$ cat config.mk
export PLATFORM = sky130hd
export DESIGN_NAME = json_token_scanner_top
export DESIGN_NICKNAME = d
export VERILOG_FILES = /design/src/design/jts_pkg.sv /design/src/design/jts_scan.sv /design/src/design/jts_result_fifo.sv /design/src/design/json_token_scanner_top.sv
export SDC_FILE = /design/constraint.sdc
export NUM_CORES = 1
export LEC_CHECK = 0
export ABC_AREA = 0
export ABC_CLOCK_PERIOD_IN_PS = 10030
export BUFFER_PORTS_ARGS = -buffer_cell sky130_fd_sc_hd__buf_2
export CAP_MARGIN = 20
export CELL_PAD_IN_SITES_DETAIL_PLACEMENT = 0
export CELL_PAD_IN_SITES_GLOBAL_PLACEMENT = 1
export CORE_AREA = 4 4 127 129
export DETAILED_ROUTE_END_ITERATION = 7
export DIE_AREA = 0 0 131 133
export PLACE_DENSITY_LB_ADDON = 0.25
export SYNTH_ARGS = -nofsm -noshare
export SYNTH_HDL_FRONTEND = slang
export SYNTH_SLANG_ARGS = --single-unit
$ cat constraint.sdc
create_clock -name clk -period 10.03 [get_ports clk]
set_clock_uncertainty 0.1 [all_clocks]
set_input_delay 1.003 -clock clk [delete_from_list [all_inputs] [get_ports clk]]
set_output_delay 1.003 -clock clk [all_outputs]
set_load 0.02 [all_outputs]
$ cat src/design/jts_pkg.sv
package jts_pkg;

  // Scanner modes
  typedef enum logic [2:0] {
    SCAN_IDLE   = 3'd0,
    SCAN_NULL   = 3'd1,
    SCAN_TRUE   = 3'd2,
    SCAN_FALSE  = 3'd3,
    SCAN_STRING = 3'd4
  } scan_mode_t;

  // Token kinds
  localparam logic [3:0] K_COMMA    = 4'd0;
  localparam logic [3:0] K_COLON    = 4'd1;
  localparam logic [3:0] K_LBRACK   = 4'd2;
  localparam logic [3:0] K_RBRACK   = 4'd3;
  localparam logic [3:0] K_LBRACE   = 4'd4;
  localparam logic [3:0] K_RBRACE   = 4'd5;
  localparam logic [3:0] K_NULL     = 4'd6;
  localparam logic [3:0] K_TRUE     = 4'd7;
  localparam logic [3:0] K_FALSE    = 4'd8;
  localparam logic [3:0] K_SCHAR    = 4'd9;
  localparam logic [3:0] K_SEND     = 4'd10;
  localparam logic [3:0] K_ERROR    = 4'd11;
  localparam logic [3:0] K_FLUSH_OK = 4'd12;

  // Item mode codes
  localparam logic MODE_CHAR  = 1'b0;
  localparam logic MODE_FLUSH = 1'b1;

  // String length counter saturates here
  localparam logic [15:0] MAX_STRING_LEN = 16'hFFFF;

  // Code points of interest
  localparam logic [20:0] CH_TAB    = 21'h09;
  localparam logic [20:0] CH_LF     = 21'h0A;
  localparam logic [20:0] CH_CR     = 21'h0D;
  localparam logic [20:0] CH_SPACE  = 21'h20;
  localparam logic [20:0] CH_QUOTE  = 21'h22;
  localparam logic [20:0] CH_COMMA  = 21'h2C;
  localparam logic [20:0] CH_COLON  = 21'h3A;
  localparam logic [20:0] CH_LBRACK = 21'h5B;
  localparam logic [20:0] CH_RBRACK = 21'h5D;
  localparam logic [20:0] CH_LBRACE = 21'h7B;
  localparam logic [20:0] CH_RBRACE = 21'h7D;
  localparam logic [20:0] CH_A      = 21'h61;
  localparam logic [20:0] CH_E      = 21'h65;
  localparam logic [20:0] CH_F      = 21'h66;
  localparam logic [20:0] CH_L      = 21'h6C;
  localparam logic [20:0] CH_N      = 21'h6E;
  localparam logic [20:0] CH_R      = 21'h72;
  localparam logic [20:0] CH_S      = 21'h73;
  localparam logic [20:0] CH_T      = 21'h74;
  localparam logic [20:0] CH_U      = 21'h75;

  typedef struct packed {
    logic        mode;
    logic [20:0] code_point;
  } scan_item_t;

  typedef struct packed {
    logic [3:0]  token_kind;
    logic [20:0] char_out;
    logic [15:0] string_length;
  } token_item_t;

  // Expected letter of a literal tail at a position
  typedef struct packed {
    logic        avail;
    logic        last;
    logic [20:0] ch;
  } lit_expect_t;

  typedef struct packed {
    logic full;
    logic empty;
  } fifo_status_t;

  function automatic lit_expect_t lit_expect(scan_mode_t m, logic [1:0] p);
    lit_expect_t e;
    e = '{avail: 1'b0, last: 1'b0, ch: '0};
    case (m)
      SCAN_NULL: begin
        case (p)
          2'd0: e = '{avail: 1'b1, last: 1'b0, ch: CH_U};
          2'd1: e = '{avail: 1'b1, last: 1'b0, ch: CH_L};
          2'd2: e = '{avail: 1'b1, last: 1'b1, ch: CH_L};
          default: e = '{avail: 1'b0, last: 1'b0, ch: '0};
        endcase
      end
      SCAN_TRUE: begin
        case (p)
          2'd0: e = '{avail: 1'b1, last: 1'b0, ch: CH_R};
          2'd1: e = '{avail: 1'b1, last: 1'b0, ch: CH_U};
          2'd2: e = '{avail: 1'b1, last: 1'b1, ch: CH_E};
          default: e = '{avail: 1'b0, last: 1'b0, ch: '0};
        endcase
      end
      SCAN_FALSE: begin
        case (p)
          2'd0: e = '{avail: 1'b1, last: 1'b0, ch: CH_A};
          2'd1: e = '{avail: 1'b1, last: 1'b0, ch: CH_L};
          2'd2: e = '{avail: 1'b1, last: 1'b0, ch: CH_S};
          default: e = '{avail: 1'b1, last: 1'b1, ch: CH_E};
        endcase
      end
      default: e = '{avail: 1'b0, last: 1'b0, ch: '0};
    endcase
    return e;
  endfunction

endpackage

$ cat src/design/jts_scan.sv
module jts_scan (
  input  logic                 clk,
  input  logic                 rst,
  input  logic                 fire,
  input  jts_pkg::scan_item_t  item,
  output logic                 res_valid,
  output jts_pkg::token_item_t res
);

  jts_pkg::scan_mode_t  scan_mode, scan_mode_next;
  logic [1:0]           literal_position, literal_position_next;
  logic [15:0]          string_count, string_count_next;
  jts_pkg::lit_expect_t exp_ch;
  logic                 lit_match;
  logic [20:0]          c;

  assign c         = item.code_point;
  assign exp_ch    = jts_pkg::lit_expect(scan_mode, literal_position);
  assign lit_match = exp_ch.avail && (c == exp_ch.ch);

  // Next state
  always_comb begin
    scan_mode_next        = scan_mode;
    literal_position_next = literal_position;
    string_count_next     = string_count;
    if (fire && item.mode == jts_pkg::MODE_CHAR) begin
      case (scan_mode)
        jts_pkg::SCAN_NULL, jts_pkg::SCAN_TRUE, jts_pkg::SCAN_FALSE: begin
          if (lit_match) begin
            if (exp_ch.last) begin
              scan_mode_next        = jts_pkg::SCAN_IDLE;
              literal_position_next = 2'd0;
            end else begin
              literal_position_next = literal_position + 2'd1;
            end
          end
        end
        jts_pkg::SCAN_STRING: begin
          if (c == jts_pkg::CH_QUOTE) begin
            scan_mode_next    = jts_pkg::SCAN_IDLE;
            string_count_next = '0;
          end else if (string_count < jts_pkg::MAX_STRING_LEN) begin
            string_count_next = string_count + 16'd1;
          end
        end
        default: begin
          if (c == jts_pkg::CH_QUOTE) begin
            scan_mode_next    = jts_pkg::SCAN_STRING;
            string_count_next = '0;
          end else if (c == jts_pkg::CH_N) begin
            scan_mode_next        = jts_pkg::SCAN_NULL;
            literal_position_next = 2'd0;
          end else if (c == jts_pkg::CH_T) begin
            scan_mode_next        = jts_pkg::SCAN_TRUE;
            literal_position_next = 2'd0;
          end else if (c == jts_pkg::CH_F) begin
            scan_mode_next        = jts_pkg::SCAN_FALSE;
            literal_position_next = 2'd0;
          end
        end
      endcase
    end
  end

  // Result for the current item
  always_comb begin
    res_valid = 1'b0;
    res       = '{token_kind: jts_pkg::K_ERROR, char_out: '0, string_length: '0};
    if (item.mode == jts_pkg::MODE_FLUSH) begin
      res_valid = 1'b1;
      case (scan_mode)
        jts_pkg::SCAN_NULL, jts_pkg::SCAN_TRUE, jts_pkg::SCAN_FALSE,
        jts_pkg::SCAN_STRING: res.token_kind = jts_pkg::K_ERROR;
        default:              res.token_kind = jts_pkg::K_FLUSH_OK;
      endcase
    end else begin
      case (scan_mode)
        jts_pkg::SCAN_NULL, jts_pkg::SCAN_TRUE, jts_pkg::SCAN_FALSE: begin
          if (!lit_match) begin
            res_valid = 1'b1;
          end else if (exp_ch.last) begin
            res_valid = 1'b1;
            case (scan_mode)
              jts_pkg::SCAN_NULL: res.token_kind = jts_pkg::K_NULL;
              jts_pkg::SCAN_TRUE: res.token_kind = jts_pkg::K_TRUE;
              default:            res.token_kind = jts_pkg::K_FALSE;
            endcase
          end
        end
        jts_pkg::SCAN_STRING: begin
          res_valid = 1'b1;
          if (c == jts_pkg::CH_QUOTE) begin
            res.token_kind    = jts_pkg::K_SEND;
            res.string_length = string_count;
          end else begin
            res.token_kind = jts_pkg::K_SCHAR;
            res.char_out   = c;
          end
        end
        default: begin
          // skip whitespace, quote and literal openers
          if (!(c inside {jts_pkg::CH_TAB, jts_pkg::CH_LF, jts_pkg::CH_CR,
                          jts_pkg::CH_SPACE, jts_pkg::CH_QUOTE, jts_pkg::CH_N,
                          jts_pkg::CH_T, jts_pkg::CH_F})) begin
            res_valid = 1'b1;
            case (c)
              jts_pkg::CH_COMMA:  res.token_kind = jts_pkg::K_COMMA;
              jts_pkg::CH_COLON:  res.token_kind = jts_pkg::K_COLON;
              jts_pkg::CH_LBRACK: res.token_kind = jts_pkg::K_LBRACK;
              jts_pkg::CH_RBRACK: res.token_kind = jts_pkg::K_RBRACK;
              jts_pkg::CH_LBRACE: res.token_kind = jts_pkg::K_LBRACE;
              jts_pkg::CH_RBRACE: res.token_kind = jts_pkg::K_RBRACE;
              default:            res.token_kind = jts_pkg::K_ERROR;
            endcase
          end
        end
      endcase
    end
  end

  // Hold scanner state
  always_ff @(posedge clk) begin
    if (rst) begin
      scan_mode        <= jts_pkg::SCAN_IDLE;
      literal_position <= 2'd0;
      string_count     <= '0;
    end else begin
      scan_mode        <= scan_mode_next;
      literal_position <= literal_position_next;
      string_count     <= string_count_next;
    end
  end

endmodule

$ cat src/design/jts_result_fifo.sv
module jts_result_fifo (
  input  logic                  clk,
  input  logic                  rst,
  input  logic                  push,
  input  jts_pkg::token_item_t  push_item,
  input  logic                  tok_stall,
  output logic                  tok_valid,
  output jts_pkg::token_item_t  tok_item,
  output jts_pkg::fifo_status_t status
);

  jts_pkg::token_item_t slot [2];
  logic                 wr_ptr;
  logic                 rd_ptr;
  logic [1:0]           count;
  logic                 pop;

  assign tok_valid    = (count != 2'd0);
  assign tok_item     = slot[rd_ptr];
  assign pop          = tok_valid && !tok_stall;
  assign status.full  = (count == 2'd2);
  assign status.empty = (count == 2'd0);

  // Advance pointers and count
  always_ff @(posedge clk) begin
    if (rst) begin
      wr_ptr <= 1'b0;
      rd_ptr <= 1'b0;
      count  <= 2'd0;
    end else begin
      if (push) wr_ptr <= ~wr_ptr;
      if (pop)  rd_ptr <= ~rd_ptr;
      case ({push, pop})
        2'b10:   count <= count + 2'd1;
        2'b01:   count <= count - 2'd1;
        default: count <= count;
      endcase
    end
  end

  // Store result items
  always_ff @(posedge clk) begin
    if (push) slot[wr_ptr] <= push_item;
  end

endmodule

$ cat src/design/json_token_scanner_top.sv
// JSON token scanner: takes one code point item per clock and gives at most one
// token item for it. Whitespace, an opening quote and all letters of null, true
// and false but the last give no token; each string character streams out as a
// string_char token and the closing quote gives string_end with the length,
// saturating at 65535. A flush item gives flush_ok only between tokens, error
// otherwise. Throughput is one item per clock while cp_stall is low; each token
// passes through the input register, then a two-entry result queue. The
// input stalls only while an item waits in the input register and the result
// queue is full, so cp_stall never depends combinationally on tok_stall.
module json_token_scanner_top (
  input  logic                 clk,
  input  logic                 rst,
  input  logic                 cp_valid,
  output logic                 cp_stall,
  input  jts_pkg::scan_item_t  cp_item,
  output logic                 tok_valid,
  input  logic                 tok_stall,
  output jts_pkg::token_item_t tok_item
);

  logic                  s1_valid;
  jts_pkg::scan_item_t   s1_item;
  logic                  fire;
  logic                  res_valid;
  jts_pkg::token_item_t  res;
  logic                  push;
  jts_pkg::fifo_status_t fifo_status;

  assign fire     = s1_valid && !fifo_status.full;
  assign cp_stall = s1_valid && fifo_status.full;
  assign push     = fire && res_valid;

  // Input register
  always_ff @(posedge clk) begin
    if (rst) begin
      s1_valid <= 1'b0;
    end else if (cp_valid && !cp_stall) begin
      s1_valid <= 1'b1;
    end else if (fire) begin
      s1_valid <= 1'b0;
    end
  end

  always_ff @(posedge clk) begin
    if (cp_valid && !cp_stall) s1_item <= cp_item;
  end

  jts_scan u_scan (
    .clk       (clk),
    .rst       (rst),
    .fire      (fire),
    .item      (s1_item),
    .res_valid (res_valid),
    .res       (res)
  );

  jts_result_fifo u_fifo (
    .clk       (clk),
    .rst       (rst),
    .push      (push),
    .push_item (res),
    .tok_stall (tok_stall),
    .tok_valid (tok_valid),
    .tok_item  (tok_item),
    .status    (fifo_status)
  );

  // Never push into a full result queue
  assert property (@(posedge clk) disable iff (rst) !(push && fifo_status.full))
    else $error("result pushed into full queue");

  // Token kinds stay within the defined set
  assert property (@(posedge clk) disable iff (rst)
    tok_valid |-> (tok_item.token_kind <= jts_pkg::K_FLUSH_OK))
    else $error("undefined token kind");

  // Only string_char carries a code point, only string_end a length
  assert property (@(posedge clk) disable iff (rst)
    (tok_valid && tok_item.token_kind != jts_pkg::K_SCHAR) |-> (tok_item.char_out == '0))
    else $error("char_out set on non-character token");

  assert property (@(posedge clk) disable iff (rst)
    (tok_valid && tok_item.token_kind != jts_pkg::K_SEND) |-> (tok_item.string_length == '0))
    else $error("string_length set on non-end token");

endmodule

==> results.md <==
* Status: complete, no violations
* Synth Instances at 475
* DRC at 0
* Post-Synthesis Cell Area at 6035 um2
* Number of fill cells in the layout at 1346
* Largest net degree at the start of global routing at 42
* Worst r2r path cells at 9
* Peak supply drop at 0.1069 mV
* Total track usage at 0.1468
* Setup TNS at 0 ps
* Ranking of synthesized cells by area: edfxtp_1 52%, dfxtp_1 9.0%, mux2_2 8.2%
* I/O Pins at 69
* Post-CTS Hold Fix Bufs at 0
* Leakage at 2.602 nW
* DRT Pass-1 Iters at 6
* Cell Pwr Density at 217.1 nW/um2
* Max-slew headroom at 0.3282
* CTS Buf Count at 17
* Initial Utilization at 0.4014
* Critical Path Fanout Max at 19
* Fmax at 271.5 MHz
* Final period demand of the worst path at 3684 ps
* Filler-free cell count of the finished design at 748
* Die ar. at 17420 um2
* Min-Delay Path Class: reg2reg
* Critical path arrival at 3920 ps
* Yosys reg bits at 131
* GPL Wtd Cong at 0.8311
* Critical Path Source Type: register
* Initial antenna violation count at 0
* Placed cell area at 6560 um2
* Routed Antenna Nets at 0
* Root Buffer: clkbuf_16
* Number of synthesized flops with an enable pin at 104
* Die width at 131 um
* Worst slew pin tran at 1008 ps
* Sequential cell area at 3665 um2
* Number of diodes at 0
* Via count at 3869
* Syn avg cell area at 12.70 um2
* Slew Viols, Final at 0
* Placed insts at 714
* Worst-path clk slew at 50 ps
* Avg WL per Cell at 15.91 um
* Initial drt markers at 285
* Kind of critical path: reg2reg
* Asr flop ratio synth at 0
* Fraction of layout cells with a size suffix above 1 at 0.2893
* Post-CTS setup buffer count at 0
* Post-Layout Inst Area at 7216 um2
* Post-synthesis cell type count at 60
* Finish-stage setup viols at 0
* Synth area leader: edfxtp_1
* Detail Placement HPWL at 7943 um
* Area Overhead vs Synth at 19.57%
* Clk buf depth at 2
* Area occupied by multi-input gates at 2256 um2
* Vias per std cell at 5.172
* Register area share after synthesis at 0.6071
* CP Data Required Time at 10270 ps
* Core Box Area at 15030 um2
* Num rows at 45
* Syn_nets at 509
* CTS tree: yes
* Congestion Overflow GR at 0
* Number of global-route vias before repair at 3853
* H-tree levels at 4
* Port bufs at 68
* RSZ-0062 raised after global routing: false
* First-pass GRT wire length at 19780 um
* Final Cycle Share at 0.3673
* Nets at 582
* Most common cell after layout, fill and taps aside: edfxtp_1
* Max cap viols at 0
* Synth Flop Type: edfxtp_1
* Die Ht at 133 um
* YS warnings at 0
* Crit end category: register
* Post-CTS resize count at 0
* Hold depth at 2
* Synth top area share at 0.5175
* Clock Sinks at 131
* Hold Vio Cnt, Final at 0
* Most frequent cells in the layout: 104 x edfxtp_1, 68 x buf_2, 44 x mux2_2, 41 x nor2_1
* Clock Latency Late Sink at 410 ps
* Total Routed Length at 11900 um
## cells by family (layout without fill, tap and decap cells)
logic type / Yosys count / in the layout / share of synthesized area
buf+inv: 30 / 115 / 0.02198
fa+ha+maj: 10 / 10 / 0.01991
flops: 131 / 131 / 0.6071
simple gates: 179 / 179 / 0.1632
compound gates: 51 / 51 / 0.06054
xor+xnor: 23 / 23 / 0.03338
mux: 51 / 51 / 0.09393
## routing by layer
metal	vias to the layer above	global-route usage	part of all wire
li1	1908	-	-
met1	1849	0.1983	0.46
met2	97	0.2252	0.48
met3	15	0.04037	0.046
met4	0	0.05429	0.015
met5	-	0	0
## worst paths after layout
kind	start	endpoint	slack, ps
worst min-delay path	u_scan.string_count[1]$_SDFFE_PP0P_	u_scan.string_count[1]$_SDFFE_PP0P_	380
worst max register to register	u_scan.scan_mode[1]$_SDFFE_PP0P_	u_fifo.count[1]$_SDFFE_PP0P_	6350
worst max-delay path	u_scan.scan_mode[1]$_SDFFE_PP0P_	u_fifo.count[1]$_SDFFE_PP0P_	6350
worst min register to register	u_scan.string_count[1]$_SDFFE_PP0P_	u_scan.string_count[1]$_SDFFE_PP0P_	380
## sequential cells by signal, indices dropped and copies added, names as in the netlist, named ones only
name	count
u_scan.scan_mode	3
u_fifo.wr_ptr	1
u_fifo.count	2
u_fifo.rd_ptr	1
u_scan.string_count	16
u_fifo.slot	82
s1_valid	1
s1_item	22
u_scan.literal_position	2
## cell type report
cell class,instances,area share
clock buffer,20,0.06052
sequential,131,0.5079
timing repair buffer,75,0.05601
multi-input combinational,314,0.3126
tap,188,0.03260
clock inverter,11,0.02566
inverter,9,0.004682
## metrics by stage
stage	worst slack [ps]	power, mW	hold slack, ps	utilization
global route	6142	1.632	413.5	0.4800
floorplan	5809	0.8478	357.6	-
CTS	6355	1.587	389.4	0.4777
detailed placement	6379	0.9322	380.0	0.4364
global placement	6453	0.9307	388.7	0.4364
finish	6346	1.566	384.2	0.4800
## synthesized netlist by cell type, types with 3 or more instances
cell type / instances
mux2_2: 44
clkbuf_1: 14
nor4_1: 4
nand4_1: 11
a21oi_1: 8
nand2_1: 21
nor2b_1: 6
inv_1: 9
nor3_1: 9
and2_1: 26
and3_1: 16
buf_2: 4
ha_1: 8
or2_2: 3
xnor2_1: 4
edfxtp_1: 104
or3_1: 5
mux2i_1: 6
nand3_1: 8
dfxtp_1: 27
o21ai_0: 16
nor2_1: 43
nand2b_1: 9
nand4b_1: 3
xor2_1: 19
nor3b_1: 3
## power breakdown
| group | switching [mW] | internal, mW | leakage, nW |
|---|---|---|---|
| Combinational | 0.136 | 0.110 | 1.12 |
| Clock | 0.213 | 0.437 | 0.301 |
| Sequential | 0.0420 | 0.628 | 1.18 |
## worst max-delay path, cell delays in order (launching register included)
cell	delay, ps
dfxtp_1	760
or4b_2	630
o22ai_1	200
xor2_1	100
or3_1	400
o21a_4	230
o211ai_2	330
ha_1	330
or3_1	370
a21oi_1	160
(Power assumes the default switching activity.)
